==> src/design/qte_pkg.sv <==
// Package for the quaternion to Euler angle converter: widths, types, CORDIC helpers.
`timescale 1ns / 1ps
`default_nettype none
package qte_pkg;

  localparam int FRAC_BITS       = 14;
  localparam int CORDIC_STAGES_DEF = 16;
  localparam int CORDIC_MAX      = 24;

  localparam int QW     = 16;   // quaternion component width
  localparam int PW     = 32;   // product width
  localparam int SUM_W  = 36;   // product sums and cosine terms
  localparam int CW     = 40;   // CORDIC x/y width
  localparam int ACC_W  = 34;   // angle accumulator, 2^31 = pi
  localparam int AW     = 16;   // output angle width
  localparam int SQ_W   = 64;   // square root remainder/root width
  localparam int SQRT_ITER = 32;

  localparam int SHL = (2 * FRAC_BITS <= 30) ? 30 - 2 * FRAC_BITS : 0;
  localparam int SHR = (2 * FRAC_BITS > 30) ? 2 * FRAC_BITS - 30 : 0;

  localparam logic signed [SUM_W-1:0] ONE  = SUM_W'(64'd1 << (2 * FRAC_BITS));
  localparam logic signed [SUM_W-1:0] RND  = (SHR > 0) ? SUM_W'(64'd1 << (SHR - 1)) : '0;
  localparam logic [SQ_W-1:0]         FULL = SQ_W'(64'd1 << 60);
  localparam logic signed [ACC_W-1:0] ACC_QTR = ACC_W'(64'd1 << 30);

  typedef struct packed {
    logic signed [SUM_W-1:0] sr;
    logic signed [SUM_W-1:0] cr;
    logic signed [SUM_W-1:0] sy;
    logic signed [SUM_W-1:0] cy;
    logic signed [31:0]      s30;
    logic                    clamped;
  } sq_pay_t;

  typedef struct packed {
    logic [SQ_W-1:0] rem;
    logic [SQ_W-1:0] root;
    sq_pay_t         pay;
  } sq_t;

  typedef struct packed {
    logic signed [CW-1:0]    x;
    logic signed [CW-1:0]    y;
    logic signed [ACC_W-1:0] acc;
    logic                    zero;
  } vec_t;

  // lane 0 roll, lane 1 pitch, lane 2 yaw
  typedef struct packed {
    vec_t [2:0] lane;
    logic       clamped;
  } cd_t;

  function automatic logic signed [ACC_W-1:0] atan_of(input int i);
    logic signed [ACC_W-1:0] r;
    case (i)
      0:  r = ACC_W'(536870912);
      1:  r = ACC_W'(316933406);
      2:  r = ACC_W'(167458907);
      3:  r = ACC_W'(85004756);
      4:  r = ACC_W'(42667331);
      5:  r = ACC_W'(21354465);
      6:  r = ACC_W'(10679838);
      7:  r = ACC_W'(5340245);
      8:  r = ACC_W'(2670163);
      9:  r = ACC_W'(1335087);
      10: r = ACC_W'(667544);
      11: r = ACC_W'(333772);
      12: r = ACC_W'(166886);
      13: r = ACC_W'(83443);
      14: r = ACC_W'(41722);
      15: r = ACC_W'(20861);
      16: r = ACC_W'(10430);
      17: r = ACC_W'(5215);
      18: r = ACC_W'(2608);
      19: r = ACC_W'(1304);
      20: r = ACC_W'(652);
      21: r = ACC_W'(326);
      22: r = ACC_W'(163);
      23: r = ACC_W'(81);
      default: r = '0;
    endcase
    return r;
  endfunction

  // Quadrant fold into the right half plane before the rotation stages.
  function automatic vec_t prerot(input logic signed [CW-1:0] y, input logic signed [CW-1:0] x);
    vec_t r;
    r.zero = (x == '0) && (y == '0);
    r.x    = x;
    r.y    = y;
    r.acc  = '0;
    if (x < 0) begin
      if (y >= 0) begin
        r.x   = y;
        r.y   = -x;
        r.acc = ACC_QTR;
      end else begin
        r.x   = -y;
        r.y   = x;
        r.acc = -ACC_QTR;
      end
    end
    return r;
  endfunction

  function automatic logic signed [AW-1:0] to_angle(input vec_t v);
    logic signed [ACC_W:0] rnd;
    rnd = {v.acc[ACC_W-1], v.acc} + (ACC_W+1)'(32768);
    return v.zero ? '0 : rnd[31:16];
  endfunction

endpackage
`default_nettype wire

==> src/design/qte_cordic_cell.sv <==
// One CORDIC vectoring micro-rotation on the roll, pitch and yaw lanes side by side.
`timescale 1ns / 1ps
`default_nettype none
module qte_cordic_cell import qte_pkg::*; #(
  parameter int SHIFT = 0
) (
  input  wire logic clk_i,
  input  wire logic rst_ni,
  input  wire logic in_vld_i,
  output logic      in_rdy_o,
  input  wire cd_t  in_i,
  output logic      out_vld_o,
  input  wire logic out_rdy_i,
  output cd_t       out_o
);
  localparam logic signed [ACC_W-1:0] ANG = atan_of(SHIFT);

  logic vld_q;
  cd_t  data_q, data_d;

  always_comb begin
    data_d = in_i;
    for (int l = 0; l < 3; l++) begin
      if (in_i.lane[l].y >= 0) begin
        data_d.lane[l].x   = in_i.lane[l].x + (in_i.lane[l].y >>> SHIFT);
        data_d.lane[l].y   = in_i.lane[l].y - (in_i.lane[l].x >>> SHIFT);
        data_d.lane[l].acc = in_i.lane[l].acc + ANG;
      end else begin
        data_d.lane[l].x   = in_i.lane[l].x - (in_i.lane[l].y >>> SHIFT);
        data_d.lane[l].y   = in_i.lane[l].y + (in_i.lane[l].x >>> SHIFT);
        data_d.lane[l].acc = in_i.lane[l].acc - ANG;
      end
    end
  end

  assign in_rdy_o  = !vld_q || out_rdy_i;
  assign out_vld_o = vld_q;
  assign out_o     = data_q;

  always_ff @(posedge clk_i or negedge rst_ni) begin
    if (!rst_ni) begin
      vld_q <= 1'b0;
    end else if (in_rdy_o) begin
      vld_q <= in_vld_i;
    end
  end

  always_ff @(posedge clk_i) begin
    if (in_rdy_o && in_vld_i) begin
      data_q <= data_d;
    end
  end
endmodule
`default_nettype wire

==> config.mk <==
export PLATFORM = sky130hd
export DESIGN_NAME = qte_cordic_cell
export DESIGN_NICKNAME = d
export VERILOG_FILES = /design/src/design/qte_pkg.sv /design/src/design/qte_cordic_cell.sv
export SDC_FILE = /design/constraint.sdc
export NUM_CORES = 1
export LEC_CHECK = 0
export BUFFER_PORTS_ARGS = -buffer_cell sky130_fd_sc_hd__buf_2
export CAP_MARGIN = 20
export CORE_AREA = 2 2 272 274
export DETAILED_ROUTE_END_ITERATION = 8
export DIE_AREA = 0 0 274 276
export PLACE_DENSITY_LB_ADDON = 0.12
export SYNTH_ARGS = -nofsm -noshare
export SYNTH_HDL_FRONTEND = slang
export SYNTH_SLANG_ARGS = --single-unit
export TNS_END_PERCENT = 30
==> constraint.sdc <==
create_clock -name clk_i -period 28 [get_ports clk_i]
set_clock_uncertainty 0.1 [all_clocks]
set_input_delay 1.4 -clock clk_i [delete_from_list [all_inputs] [get_ports clk_i]]
set_output_delay 1.4 -clock clk_i [all_outputs]
set_load 0.1 [all_outputs]
==> reports/qor.txt <==
most common cell after layout, fill and taps aside -> buf_2
H-tree levels -> 2
Cell Pwr Density -> 60.0 nW/um^2
slowest library cell on the worst path -> ha_1
top post-synthesis cells by area -> edfxtp_1, ha_1, a21oi_1
Post-DRT Antenna Nets -> 0
register bit total from synthesis -> 344
CP bufs+invs -> 3
Placed Area -> 36800 um^2
Worst Setup Path Type -> in -> reg
IO buf count -> 697
Area Overhead vs Synth -> 17.2%
setup bufs post-CTS -> 0
predominant post-synthesis flop cell -> edfxtp_1
post-synth top area cell -> edfxtp_1
CP endpoint kind -> flip-flop
Die W -> 274 um
vias per cell -> 5.87
Avg WL per Cell -> 24.6 um
Max VDD drop -> 0.0508 mV
router iterations before antenna repair -> 5
Synth Cell Area -> 32700 um^2
number of global-route vias before repair -> 30546
1st-iter DRT viols -> 3485
crit-path max cell delay -> 0.66 ns
Sink Count -> 344
first-pass GRT wire length -> 195 mm
Slew Viols, Final -> 0
fmax -> 201 MHz
RSZ-0062 raised after global routing -> false
share of layout cells above drive strength 1 -> 19.2%
CP required -> 28.26 ns
via count of the routed design -> 31861
Storage cell area -> 10300 um^2
Top delay family on crit path -> compound AO/OA/AOI/OAI gates
Total GRT Usage -> 33.7%
gr ovfl total -> 0
number of buffers created by CTS -> 44
Setup TNS Final -> 0 ns
CP max FO -> 16
die area -> 75600 um^2
post-DP HPWL -> 108 mm
syn nets -> 4557
Mean Syn Cell Area -> 8.53 um^2
fin crit share -> 17.7%
routability congestion estimate -> 1.01
worst slew pin tran -> 1.08 ns
post-synth cell types -> 107
Leakage -> 17.0 nW
Worst-path clk slew -> 0.06 ns
row count -> 99
final net count -> 5141
Die H -> 276 um
pre-CTS setup slack -> 22.61 ns
Ys Warns -> 0
pin count of the biggest net entering global routing -> 87
Hold Fails Final Rpt -> 0
footprint of the multi-input gates -> 20200 um^2
CORE AREA -> 72600 um^2
CTS resizes -> 0
final setup fails -> 0
I/O pin total -> 698
clk buf depth -> 3
Yosys top cell area share -> 31.5%
critical path, cell by cell -> buf_2 > inv_1 > ha_1 > inv_2 > a2111oi_1 > a211oi_1 > or3_1 > a211oi_2 > o21ai_1 > a21oi_2 > a21oi_1 > xnor2_1
CTS Root Cell -> clkbuf_16
# fillers -> 7132
Post-synth EDFFs -> 343
Hold WC Path Type -> in -> async
starting density of the core -> 45.1%
drc violations -> 0
WP data arrival -> 5.23 ns
final setup margin -> 23.03 ns
Final min period -> 4.97 ns
Mapped Cells -> 3835
hold buffers post-CTS -> 0
Detailed Route WL -> 133 mm
initial antenna violation count -> 20
nature of the critical path startpoint -> primary input
max-cap viol count -> 0
Synth async-reset ratio -> 0.291%
Seq/Total Area, Yosys -> 31.6%
commonest cells after routing, fill and taps aside -> buf_2, a21oi_1, inv_1, ha_1, edfxtp_1
Clk Latency, worst-skew pair -> 0.60 ns
status -> completed
slew margin rel. -> 28.2%
CTS tree -> built
cell area after layout -> 38300 um^2
-- layer usage --
layer	routed length [um]	track usage, %	vias up
met5	78	0	-
met4	4520	10.6	12
met3	12200	7.29	228
met2	61300	54.6	1479
met1	55300	44.6	15186
li1	-	-	14956
-- synthesized netlist by cell type (7+ instances only) --
cell       number
a2111oi_0       8
a211oi_1       25
a21boi_0       14
a21o_1        109
a21oi_1       524
a31oi_1        37
a41oi_1         8
and2_1         14
buf_1          32
buf_2          24
clkbuf_1      112
clkinv_1       10
edfxtp_1      343
fa_1           12
ha_1          360
inv_1         367
inv_2          14
mux2i_1        52
nand2_1       206
nand2b_1       33
nand3_1        47
nand4_1        71
nor2_1        306
nor2b_1        37
nor3_1         76
nor4_1         26
o2111ai_1       8
o211ai_1       23
o21a_1         35
o21ai_0       262
o21ai_1        22
o21bai_1      130
o221ai_1        7
o22ai_1         9
o31a_1          9
o31ai_1        35
or2_2           8
or3_1          23
xnor2_1       211
xor2_1         25
-- report_power, final --
group          switching [mW]  internal [mW]  total [mW]
Clock                   0.253          0.348       0.602
Sequential             0.0193          0.646       0.665
Combinational           0.790          0.242        1.03
Total                    1.06           1.24        2.30
-- per-stage QoR --
| stage | hold slack [ns] | std cells | util, % | power (mW) |
|---|---|---|---|---|
| 3_5_place_dp | 0.491 | 5331 | 50.7 | 1.69 |
| 3_3_place_gp | 0.486 | 5331 | 50.7 | 1.69 |
| 5_1_grt | 0.438 | 5418 | 52.8 | 2.39 |
| 2_1_floorplan | 1.00 | 3835 | - | 1.44 |
| 4_1_cts | 0.424 | 5410 | 52.8 | 2.30 |
| 6_report | 0.455 | 5424 | 52.8 | 2.30 |
-- kinds of logic after synthesis --
logic type,Yosys count,synth area share (%)
compound gates,1373,26.3
xor+xnor,236,6.32
fa+ha+maj,372,14.5
buf+inv,566,6.70
flops,344,31.6
mux,55,1.71
simple gates,889,12.9
-- registers in the layout (all words and copies together) (netlist names) --
signal     flops
out_o        343
out_vld_o      1
-- worst register-to-register path, delay by kind of cell (launching register included) --
kind | cells | cell delay (ns)
and+or+nand+nor | 2 | 0.31
buffers and inverters | 3 | 2.55
DFF | 1 | 0.37
-- final cells by class --
type / count / share of cell area [%]
Tap cell: 959 / 3.13
Clock buffer: 47 / 2.90
Inverter: 391 / 3.83
Clock inverter: 32 / 1.01
Sequential cell: 344 / 26.9
Antenna cell: 13 / 0.0848
Multi-Input combinational cell: 2925 / 52.7
Timing Repair Buffer: 713 / 9.41
-- worst paths after layout --
path / startpoint / end / slack [ns] / depth (start not counted)
setup / recovery: in_i[156] / out_o[225] / 23.03 / 12
hold / removal: rst_ni / out_vld_o / 0.46 / 1
setup reg to reg: out_vld_o / out_o[210] / 24.19 / 5
hold reg to reg: out_vld_o / out_vld_o / 0.51 / 2
max in group asynchronous: rst_ni / out_vld_o / 27.26 / 1
min in group clk_i: out_vld_o / out_vld_o / 0.51 / 2
No activity file was read; power rests on OpenSTA's default activity.
