<file path="src/design/qte_pkg.sv">
// Package for the quaternion to Euler angle converter: widths, types, CORDIC helpers.
`timescale 1ns / 1ps
`default_nettype none
package qte_pkg;

  localparam int FRAC_BITS       = 14;
  localparam int CORDIC_STAGES_DEF = 16;
  localparam int CORDIC_MAX      = 24;

  localparam int QW     = 16;   // quaternion component width
  localparam int PW     = 32;   // product width
  localparam int SUM_W  = 36;   // product sums and cosine terms
  localparam int CW     = 40;   // CORDIC x/y width
  localparam int ACC_W  = 34;   // angle accumulator, 2^31 = pi
  localparam int AW     = 16;   // output angle width
  localparam int SQ_W   = 64;   // square root remainder/root width
  localparam int SQRT_ITER = 32;

  localparam int SHL = (2 * FRAC_BITS <= 30) ? 30 - 2 * FRAC_BITS : 0;
  localparam int SHR = (2 * FRAC_BITS > 30) ? 2 * FRAC_BITS - 30 : 0;

  localparam logic signed [SUM_W-1:0] ONE  = SUM_W'(64'd1 << (2 * FRAC_BITS));
  localparam logic signed [SUM_W-1:0] RND  = (SHR > 0) ? SUM_W'(64'd1 << (SHR - 1)) : '0;
  localparam logic [SQ_W-1:0]         FULL = SQ_W'(64'd1 << 60);
  localparam logic signed [ACC_W-1:0] ACC_QTR = ACC_W'(64'd1 << 30);

  typedef struct packed {
    logic signed [SUM_W-1:0] sr;
    logic signed [SUM_W-1:0] cr;
    logic signed [SUM_W-1:0] sy;
    logic signed [SUM_W-1:0] cy;
    logic signed [31:0]      s30;
    logic                    clamped;
  } sq_pay_t;

  typedef struct packed {
    logic [SQ_W-1:0] rem;
    logic [SQ_W-1:0] root;
    sq_pay_t         pay;
  } sq_t;

  typedef struct packed {
    logic signed [CW-1:0]    x;
    logic signed [CW-1:0]    y;
    logic signed [ACC_W-1:0] acc;
    logic                    zero;
  } vec_t;

  // lane 0 roll, lane 1 pitch, lane 2 yaw
  typedef struct packed {
    vec_t [2:0] lane;
    logic       clamped;
  } cd_t;

  function automatic logic signed [ACC_W-1:0] atan_of(input int i);
    logic signed [ACC_W-1:0] r;
    case (i)
      0:  r = ACC_W'(536870912);
      1:  r = ACC_W'(316933406);
      2:  r = ACC_W'(167458907);
      3:  r = ACC_W'(85004756);
      4:  r = ACC_W'(42667331);
      5:  r = ACC_W'(21354465);
      6:  r = ACC_W'(10679838);
      7:  r = ACC_W'(5340245);
      8:  r = ACC_W'(2670163);
      9:  r = ACC_W'(1335087);
      10: r = ACC_W'(667544);
      11: r = ACC_W'(333772);
      12: r = ACC_W'(166886);
      13: r = ACC_W'(83443);
      14: r = ACC_W'(41722);
      15: r = ACC_W'(20861);
      16: r = ACC_W'(10430);
      17: r = ACC_W'(5215);
      18: r = ACC_W'(2608);
      19: r = ACC_W'(1304);
      20: r = ACC_W'(652);
      21: r = ACC_W'(326);
      22: r = ACC_W'(163);
      23: r = ACC_W'(81);
      default: r = '0;
    endcase
    return r;
  endfunction

  // Quadrant fold into the right half plane before the rotation stages.
  function automatic vec_t prerot(input logic signed [CW-1:0] y, input logic signed [CW-1:0] x);
    vec_t r;
    r.zero = (x == '0) && (y == '0);
    r.x    = x;
    r.y    = y;
    r.acc  = '0;
    if (x < 0) begin
      if (y >= 0) begin
        r.x   = y;
        r.y   = -x;
        r.acc = ACC_QTR;
      end else begin
        r.x   = -y;
        r.y   = x;
        r.acc = -ACC_QTR;
      end
    end
    return r;
  endfunction

  function automatic logic signed [AW-1:0] to_angle(input vec_t v);
    logic signed [ACC_W:0] rnd;
    rnd = {v.acc[ACC_W-1], v.acc} + (ACC_W+1)'(32768);
    return v.zero ? '0 : rnd[31:16];
  endfunction

endpackage
`default_nettype wire

</file>
<file path="src/design/qte_sqrt_cell.sv">
// One restoring square root step (one root bit) with its own pipeline register.
`timescale 1ns / 1ps
`default_nettype none
module qte_sqrt_cell import qte_pkg::*; #(
  parameter int K = 0
) (
  input  wire logic clk_i,
  input  wire logic rst_ni,
  input  wire logic in_vld_i,
  output logic      in_rdy_o,
  input  wire sq_t  in_i,
  output logic      out_vld_o,
  input  wire logic out_rdy_i,
  output sq_t       out_o
);
  localparam logic [SQ_W-1:0] BIT = SQ_W'(64'd1 << (62 - 2 * K));

  logic            vld_q;
  sq_t             data_q, data_d;
  logic [SQ_W-1:0] trial;

  always_comb begin
    data_d = in_i;
    trial  = in_i.root + BIT;
    if (in_i.rem >= trial) begin
      data_d.rem  = in_i.rem - trial;
      data_d.root = (in_i.root >> 1) + BIT;
    end else begin
      data_d.root = in_i.root >> 1;
    end
  end

  assign in_rdy_o  = !vld_q || out_rdy_i;
  assign out_vld_o = vld_q;
  assign out_o     = data_q;

  always_ff @(posedge clk_i or negedge rst_ni) begin
    if (!rst_ni) begin
      vld_q <= 1'b0;
    end else if (in_rdy_o) begin
      vld_q <= in_vld_i;
    end
  end

  always_ff @(posedge clk_i) begin
    if (in_rdy_o && in_vld_i) begin
      data_q <= data_d;
    end
  end
endmodule
`default_nettype wire

</file>
<file path="config.mk">
export PLATFORM = sky130hd
export DESIGN_NAME = qte_sqrt_cell
export DESIGN_NICKNAME = d
export VERILOG_FILES = /design/src/design/qte_pkg.sv /design/src/design/qte_sqrt_cell.sv
export SDC_FILE = /design/constraint.sdc
export NUM_CORES = 1
export LEC_CHECK = 0
export BUFFER_PORTS_ARGS = -buffer_cell sky130_fd_sc_hd__clkbuf_2
export CAP_MARGIN = 15
export CELL_PAD_IN_SITES_DETAIL_PLACEMENT = 1
export CELL_PAD_IN_SITES_GLOBAL_PLACEMENT = 1
export CORE_AREA = 2 2 243 245
export DETAILED_ROUTE_END_ITERATION = 10
export DIE_AREA = 0 0 245 247
export PLACE_DENSITY_LB_ADDON = 0.2
export SLEW_MARGIN = 0
export SYNTH_ARGS = -nofsm -noshare
export SYNTH_HDL_FRONTEND = slang
export SYNTH_SLANG_ARGS = --single-unit
</file>
<file path="constraint.sdc">
create_clock -name clk_i -period 13.9 [get_ports clk_i]
set_input_delay 0.695 -clock clk_i [delete_from_list [all_inputs] [get_ports clk_i]]
set_output_delay 0.695 -clock clk_i [all_outputs]
set_load 0.03 [all_outputs]
</file>
==> flow_summary_export.csv, run 1 <==
group,metric,value,unit
global_route,grt_pass1_vias,12109,
yosys,yosysSeqAreaShare,0.642,
power_and_ir_drop,clock_power_share,0.359,
worst_setup_path,required,14.19,ns
worst_setup_path,r2r_end,"out_o[38]",
power_and_ir_drop,peakVddDrop,0.0724,mV
sta,setup_viol,0,
layout,multi_input_area,4610,µm²
yosys,netlist_top_cells_area,"edfxtp_1 64%, ha_1 5.6%, a21oi_1 4.3%",
yosys,synth_top_area_frac,0.640,
sta,final-hold-violation-count,0,
worst_setup_path,r2r_cells,3,
yosys,synthCells,1160,
sta,worst_pin_slew,0.949,ns
die,coreArea,58200,µm²
route,post-route-drc-count,0,
worst_setup_path,rrSetupSlack,11.43,ns
placement,io_buffers,615,
layout,fillers,6630,
die,dieWidth,245,µm
placement,dpl_cell_area,18200,µm²
placement,dp.cells,2509,
status,status,"finished clean",
route,drt_iter0_drc,431,
power_and_ir_drop,p_leak,8.40,nW
route,num_vias,11729,
sta,finClkSkew,0.0128,ns
sta,rsz0062_at_grt,"false",
yosys,synth_simple_gate_area_frac,0.0966,
sta,fin_ws,9.60,ns
worst_setup_path,cp-start-kind,"primary input",
power_and_ir_drop,seqPwrFrac,0.431,
clock_tree,path_clk_slew,0.06,ns
die,rows,89,
worst_setup_path,worstReg2RegStart,"out_vld_o",
yosys,netlist_area,14300,µm²
worst_setup_path,cp_max_fo,70,
power_and_ir_drop,combPwrFrac,0.209,
sta,post-route-min-period,4.30,ns
yosys,ys_types,66,
yosys,synth_fp_nets,1534,
route,firstDrtPassIters,4,
yosys,yosysTopAreaCell,"edfxtp_1",
power_and_ir_drop,internal-power,1.79,mW
route,routed_via_density,4.55,
placement,dpl.hpwl,49900,µm
die,io_pins,616,
layout,syn_to_final_growth,35.3,%
die,dieHeight,247,µm
worst_setup_path,worstSetupPathType,"in2reg",
route,wirelength,60200,µm
yosys,synth-seq-cells,306,
yosys,synth-edff-count,305,
yosys,synth_top_family_by_area,"compound AO/OA/AOI/OAI gates",
placement,place_congestion,0.873,
yosys,synth-compound-area-share,0.136,
route,ant_nets,0,
clock_tree,numCtsBuffers,38,
layout,nets,2151,
placement,dp_slack,8.91,ns
power_and_ir_drop,sw_frac_of_total,0.307,
yosys,avgSynthCellArea,12.3,µm²
layout,ff_latch_area,9180,µm²
yosys,synthMuxAreaShare,0.000700,
global_route,antenna_found_initial,19,
yosys,synth_ff_type,"edfxtp_1",
global_route,grt_remaining_overflow,0,
sta,tns,0,ns
worst_setup_path,critPathLaunch,"in_i[191]",
route,post_drt_wl_per_cell,23.3,µm
clock_tree,postCtsSetupBuffers,0,
clock_tree,cts_tree,"yes",
worst_setup_path,crit_arrival,4.59,ns
clock_tree,clk_latency,0.55,ns
sta,slew_viol_final,0,
power_and_ir_drop,power_density,134,nW/µm²
global_route,grt_max_degree,72,
yosys,yosys_warnings,0,
clock_tree,clkSinkCount,306,
layout,drive_gt1_frac,0.380,
clock_tree,htreeDepth,2,
worst_hold_path,hold_path_class,"in2reg",
layout,fin_util,0.332,
global_route,grt_pass1_wl,84100,µm
worst_setup_path,endpoint,"out_o[299]",
die,initial_core_util,0.246,
sta,relSlewSlack,0.367,
die,die-area,60500,µm²
sta,fmax,232,MHz
layout,final_area,19300,µm²
yosys,synthAdderAreaFrac,0.0574,
run,drv_cap,0,
worst_setup_path,end_kind,"flip-flop",
clock_tree,cts.root.buffer_cell,"clkbuf_16",
global_route,track_usage,0.192,
power_and_ir_drop,switchingPower,0.793,mW
yosys,async_flop_share,0.00327,
sta,fin_crit_sh,0.310,
layout,stdcell_count,2579,
clock_tree,clk_path_buf_depth,3,
yosys,synth_xor_area_frac,0.0312,
-- final cells by class --
class | instances | area share
Sequential cell | 306 | 0.475
Multi-Input combinational cell | 729 | 0.238
Timing Repair Buffer | 622 | 0.162
Clock buffer | 44 | 0.0514
Tap cell | 773 | 0.0500
Inverter | 80 | 0.0155
Clock inverter | 18 | 0.00705
Antenna cell | 7 | 0.000905
-- per-layer routing --
metal	routed length, µm	track usage	vias to the layer above	part of all wire
met5	121	0	-	0.0020
met3	4910	0.0720	77	0.082
met2	32400	0.363	360	0.54
met1	21600	0.199	5719	0.36
li1	-	-	5551	-
met4	1170	0.0457	22	0.019
-- how the worst min path moves through the flow --
stage          startpoint         to  slack, ns  depth (start not counted)
2_1_floorplan      rst_ni  out_vld_o       0.40                          0
3_3_place_gp       rst_ni  out_vld_o       0.47                          1
3_5_place_dp       rst_ni  out_vld_o       0.47                          1
4_1_cts          in_i[33]  out_o[33]       0.27                          1
5_1_grt           in_i[5]   out_o[5]       0.28                          1
6_report         in_i[33]  out_o[33]       0.31                          1
-- timing repair --
| item | in CTS | in global routing |
|---|---|---|
| hold endpoints to repair | 1 | 0 |
| resized for setup | 0 | 0 |
| hold buffers | 1 | 0 |
-- layout by cell type, fill, tap and decap left out, types with 26 or more instances in the layout --
master and instances:
ha_1 64, a21o_1 36, nand4_1 26, clkbuf_16 39, clkbuf_2 615, xnor2_1 27, inv_1 80, a21oi_1 124
nand2_1 81, o21ai_0 55, edfxtp_1 305, nor2_1 109
-- sequential cells by signal, summed over array words and instances, names as in the netlist --
signal and count:
out_o 305, out_vld_o 1
-- power groups by stage --
stage          clock [mW]  combinational (mW)  sequential (mW)
2_1_floorplan           0               0.224             1.27
3_3_place_gp            0               0.546             1.13
3_5_place_dp            0               0.550             1.13
4_1_cts             0.967               0.553             1.12
5_1_grt              1.00               0.592             1.12
6_report            0.929               0.541             1.12
-- synth_stat cells (2+ instances only) --
master / instances
edfxtp_1: 305
a21oi_1: 124
nor2_1: 110
nand2_1: 81
inv_1: 80
ha_1: 64
o21ai_0: 55
a21o_1: 36
clkbuf_1: 27
xnor2_1: 27
nand4_1: 26
xor2_1: 24
nor3_1: 21
o21bai_1: 18
nand3_1: 13
buf_2: 12
a211oi_1: 10
a31oi_1: 10
nand2b_1: 7
o31ai_1: 7
and4_1: 6
nor2b_1: 6
o211ai_1: 6
o21a_1: 6
a21boi_0: 5
and2_1: 5
and3_1: 5
buf_4: 5
a221oi_1: 4
o22ai_1: 4
or3_1: 4
a31o_2: 3
nor3b_1: 3
nor4_1: 3
a22o_1: 2
a41oi_1: 2
o2111ai_1: 2
o311ai_0: 2
o31a_1: 2
or2_2: 2
-- per-stage QoR --
| stage | hold slack [ns] | power (mW) |
|---|---|---|
| global route | 0.277 | 2.71 |
| global placement | 0.471 | 1.68 |
| detailed placement | 0.471 | 1.68 |
| finish | 0.312 | 2.59 |
| CTS | 0.274 | 2.64 |
| floorplan | 0.399 | 1.49 |
-- cell families after synthesis --
logic type | Yosys count
AO/OA/AOI/OAI | 313
flip-flops | 306
AND/OR/NAND/NOR | 299
buffers and inverters | 125
adder cells (fa/ha/maj) | 65
XOR/XNOR | 51
multiplexers | 1
-- critical path, cell delays in order --
cell      delay (ns)
clkbuf_2        0.09
inv_1           0.04
ha_1            0.49
nand4_1         0.16
or4_4           0.52
or4_1           0.58
a21oi_1         0.18
nor3_1          0.10
a31oi_4         0.31
or2_4           0.39
buf_4           0.65
o2111a_1        0.31
a211oi_2        0.04
No activity file was read; power rests on OpenSTA's default activity.
==> run 2, diff against run 1 <==
- CORE_AREA: 2 2 243 245 -> 2 2 238 240
- DIE_AREA: 0 0 245 247 -> 0 0 240 242
- clock period: 13.9 -> 3.5 ns (I/O delays scaled with it)
==> flow_summary_export.csv, run 2 (synthesized netlist as in run 1, its figures left out) <==
group,metric,value,unit
sta,worst_pin_slew,0.791,ns
route,post_drt_wl_per_cell,22.2,µm
global_route,grt_max_degree,71,
route,ant_nets,0,
layout,drive_gt1_frac,0.354,
clock_tree,cts.root.buffer_cell,"clkbuf_16",
die,initial_core_util,0.257,
sta,fmax,298,MHz
sta,setup_viol,0,
die,dieWidth,240,µm
route,post-route-drc-count,0,
worst_setup_path,cp_max_fo,8,
clock_tree,numCtsBuffers,39,
sta,fin_crit_sh,0.958,
worst_setup_path,rrSetupSlack,1.41,ns
route,num_vias,13362,
placement,place_congestion,0.904,
worst_setup_path,crit_arrival,3.64,ns
layout,syn_to_final_growth,61.9,%
clock_tree,cts_tree,"yes",
power_and_ir_drop,seqPwrFrac,0.398,
clock_tree,clk_path_buf_depth,3,
sta,final-hold-violation-count,0,
global_route,grt_pass1_vias,14409,
layout,layout.cells.most_common,"clkbuf_2",
sta,slew_viol_final,0,
layout,final_cell_mix,"615 x clkbuf_2, 305 x edfxtp_1, 297 x dlygate4sd3_1",
worst_setup_path,crit_path_cell_trace,"dlygate4sd3_1 > clkbuf_2 > inv_1 > ha_1 > nand4_1 > or4_4 > or4_4 > a21oi_2 > nor3_1 > a31oi_4 > or2_4 > buf_12 > buf_4 > and4_1 > nor3_1",
power_and_ir_drop,internal-power,7.76,mW
die,coreArea,55700,µm²
worst_setup_path,worstSetupPathType,"in2reg",
power_and_ir_drop,clock_power_share,0.364,
sta,tns,0,ns
global_route,track_usage,0.216,
sta,finClkSkew,0.0117,ns
worst_setup_path,required,3.79,ns
sta,relSlewSlack,0.467,
die,rows,87,
die,die-area,58100,µm²
layout,nets,2520,
route,routed_via_density,4.54,
sta,fin_ws,0.147,ns
sta,post-route-min-period,3.35,ns
status,status,"finished clean",
power_and_ir_drop,peakVddDrop,0.342,mV
layout,ff_latch_area,9180,µm²
route,drt_iter0_drc,554,
sta,rsz0062_at_grt,"true",
route,wirelength,65400,µm
power_and_ir_drop,combPwrFrac,0.238,
worst_setup_path,cp_slowest_stage_delay,0.55,ns
layout,final_area,23200,µm²
power_and_ir_drop,power,11.1,mW
global_route,grt_pass1_wl,93600,µm
layout,fillers,6243,
power_and_ir_drop,power_density,481,nW/µm²
run,drv_cap,0,
power_and_ir_drop,sw_frac_of_total,0.304,
worst_setup_path,cp-start-kind,"primary input",
placement,dp_slack,0.0123,ns
placement,dp.cells,2553,
clock_tree,clkSinkCount,306,
worst_setup_path,cp_slowest_cell,"dlygate4sd3_1",
layout,largest_reg_flops,305,
worst_setup_path,end_kind,"flip-flop",
placement,dpl_cell_area,18700,µm²
die,dieHeight,242,µm
clock_tree,htreeDepth,2,
worst_hold_path,hold_path_class,"in2reg",
placement,io_buffers,615,
layout,multi_input_area,4660,µm²
layout,stdcell_count,2943,
route,firstDrtPassIters,4,
clock_tree,path_clk_slew,0.06,ns
power_and_ir_drop,switchingPower,3.39,mW
clock_tree,clk_latency,0.56,ns
global_route,grt_remaining_overflow,0,
die,io_pins,616,
placement,dpl.hpwl,48900,µm
global_route,antenna_found_initial,16,
power_and_ir_drop,p_leak,10.1,nW
## run 2: worst paths after layout
check                               start         end  cells past startpoint
worst max-delay path            in_i[195]  out_o[303]                     15
worst min-delay path            in_i[296]  out_o[296]                      3
worst max register to register  out_vld_o  out_o[304]                      3
worst min register to register  out_vld_o   out_vld_o                      2
max in group asynchronous          rst_ni   out_vld_o                      3
min in group asynchronous          rst_ni   out_vld_o                      3
## run 2: critical path, delay by kind of cell
kind / cells / cell delay [ns]
adder cells (fa/ha/maj): 1 / 0.30
AND/OR/NAND/NOR: 7 / 1.78
buffers and inverters: 5 / 0.97
AO/OA/AOI/OAI: 2 / 0.42
## run 2: power groups by stage
stage | sequential (mW) | clock, mW | combinational (mW)
floorplan | 4.99 | 0 | 0.891
global placement | 4.50 | 0 | 2.28
detailed placement | 4.50 | 0 | 2.29
CTS | 4.43 | 4.17 | 2.60
global route | 4.45 | 4.30 | 2.85
finish | 4.43 | 4.06 | 2.65
## run 2: final cells by class
class / instances / share of cell area
flip-flops and latches: 306 / 0.397
repair buffers: 990 / 0.292
multi-input cells: 729 / 0.201
clock buffers: 51 / 0.0445
well taps: 756 / 0.0408
inverters: 80 / 0.0130
clock inverters: 20 / 0.0104
diodes: 11 / 0.00119
## run 2: what timing repair did
action | 4_1_cts | 5_1_grt
setup buffers | 0 | 9
setup endpoints to repair | 0 | 46
resized for setup | 0 | 16
hold endpoints to repair | 297 | 0
hold buffers | 297 | 0
## run 2: routing by layer
layer	track usage	wire, µm	part of all wire	up-vias
met3	0.0460	3510	0.054	91
met5	0	81	0.0012	-
met2	0.395	34000	0.52	405
met1	0.247	25700	0.39	6542
li1	-	-	-	6312
met4	0.0771	2110	0.032	12
## run 2: per-stage QoR
step | hold WS [ns] | util
4_1_cts | 0.00308 | 0.412
3_3_place_gp | -0.0479 | 0.336
5_1_grt | 0.0436 | 0.415
3_5_place_dp | -0.0454 | 0.336
2_1_floorplan | -0.121 | -
6_report | 0.0432 | 0.415
==> run 3, diff against run 2 <==
- GPL_TIMING_DRIVEN: unset -> 0
==> flow_summary_export.csv, run 3 (synthesized netlist as in run 1, its figures left out) <==
group,metric,value,unit
layout,syn_to_final_growth,59.0,%
clock_tree,clk_latency,0.56,ns
global_route,use_met3,0.0646,
placement,io_buffers,615,
sta,fmax,299,MHz
sta,final-hold-violation-count,0,
clock_tree,clk_path_buf_depth,3,
sta,fin_crit_sh,0.957,
clock_tree,path_clk_slew,0.06,ns
layout,fillers,6282,
die,die-area,58100,µm²
global_route,antenna_found_initial,17,
worst_hold_path,hold_path_class,"in2reg",
sta,worst_pin_slew,0.751,ns
global_route,grt_max_degree,68,
clock_tree,cts_tree,"yes",
layout,stdcell_count,2907,
clock_tree,cts.root.buffer_cell,"clkbuf_16",
worst_setup_path,r2r_cells,3,
global_route,grt_pass1_wl,93600,µm
route,num_vias,13297,
placement,dpl.hpwl,48400,µm
placement,place_congestion,0.886,
layout,fin_util,0.408,
route,drt_iter0_drc,518,
die,io_pins,616,
worst_setup_path,cp-start-kind,"primary input",
worst_setup_path,crit_arrival,3.64,ns
worst_hold_path,hold_depth,3,
power_and_ir_drop,p_leak,9.84,nW
global_route,grt_util_met2,0.388,
worst_hold_path,min-delay-start,"in_i[304]",
die,coreArea,55700,µm²
route,post-route-drc-count,0,
clock_tree,clkSinkCount,306,
sta,setup_viol,0,
layout,drive_gt1_frac,0.331,
global_route,grt_remaining_overflow,0,
worst_setup_path,critPathLaunch,"in_i[195]",
layout,nets,2487,
clock_tree,htreeDepth,2,
layout,final_cell_mix,"617 x clkbuf_2, 305 x edfxtp_1, 296 x dlygate4sd3_1",
layout,largest_reg_flops,305,
worst_setup_path,worstReg2RegStart,"out_vld_o",
die,dieHeight,242,µm
placement,dpl_cell_area,18500,µm²
route,ant_nets,0,
route,firstDrtPassIters,5,
global_route,grt.busiest_layer,"met2",
die,initial_core_util,0.257,
status,status,"finished clean",
placement,dp.cells,2536,
layout,final_area,22700,µm²
global_route,grt_pass1_vias,14452,
clock_tree,numCtsBuffers,37,
route,post_drt_wl_per_cell,22.1,µm
worst_setup_path,worstSetupPathType,"in2reg",
sta,rsz0062_at_grt,"false",
worst_setup_path,end_kind,"flip-flop",
die,dieWidth,240,µm
global_route,track_usage,0.217,
route,wirelength,64400,µm
route,routed_via_density,4.57,
worst_setup_path,cp_max_fo,10,
die,rows,87,
sta,relSlewSlack,0.494,
power_and_ir_drop,peakVddDrop,0.376,mV
sta,finClkSkew,0.0226,ns
global_route,use_met1,0.237,
sta,slew_viol_final,0,
sta,post-route-min-period,3.35,ns
layout,layout.cells.most_common,"clkbuf_2",
run,drv_cap,0,
power_and_ir_drop,power_density,484,nW/µm²
worst_setup_path,required,3.79,ns
run 3: path summary, 6_finish.rpt:
kind	slack [ns]	to
max	0.15	out_o[294]
min	0.04	out_o[304]
max reg2reg	1.47	out_o[238]
min reg2reg	0.70	out_vld_o
max in group asynchronous	2.91	out_vld_o
min in group asynchronous	0.48	out_vld_o
run 3: area by class of cell:
cell class,instances,area [µm²],area share
diodes,9,22.5,0.000991
plain buffers,41,200,0.00880
clock buffers,53,1030,0.0452
clock inverters,15,221,0.00974
inverters,80,300,0.0132
multi-input cells,729,4640,0.204
flip-flops and latches,306,9180,0.404
well taps,756,946,0.0416
repair buffers,918,6190,0.272
run 3: stage by stage:
stage               setup WS (ns)  hold slack (ns)  total power [mW]  setup TNS, ns
floorplan                  0.0473           -0.121              5.88              0
global route              0.00286           0.0212              11.5              0
finish                      0.152           0.0404              11.0              0
detailed placement          -1.00          -0.0443              6.74         -40.61
global placement            -1.05          -0.0491              6.72        -244.10
CTS                        0.0452          0.00167              11.1              0
run 3: layer usage:
layer	share of wire	routed length, µm	up-vias
li1	-	-	6243
met1	0.39	24800	6524
met2	0.51	32800	403
met3	0.066	4240	111
met4	0.038	2450	16
met5	0.0015	99	-
run 3: where the power goes:
| group | internal (mW) | leakage [nW] | total, mW | switching (mW) |
|---|---|---|---|---|
| Combinational | 0.912 | 6.32 | 2.53 | 1.62 |
| Sequential | 4.36 | 2.91 | 4.42 | 0.0692 |
| Clock | 2.43 | 0.607 | 4.05 | 1.62 |
| Total | 7.69 | 9.84 | 11.0 | 3.31 |
run 3: critical path: stages:
cell,delay (ns)
clkbuf_2,0.09
inv_1,0.05
ha_1,0.27
buf_2,0.19
nand4_1,0.14
or4_4,0.58
or4_1,0.58
a21oi_2,0.22
nor3_1,0.12
a31oi_4,0.30
or2_1,0.16
buf_4,0.20
buf_6,0.20
buf_4,0.23
a21oi_1,0.12
run 3: timing repair:
item	in CTS	in global routing
endpoints found under the setup margin	15	63
resized for setup	5	7
hold buffers	296	0
setup buffers	0	2
pin swaps	0	2
endpoints found under the hold margin	296	0
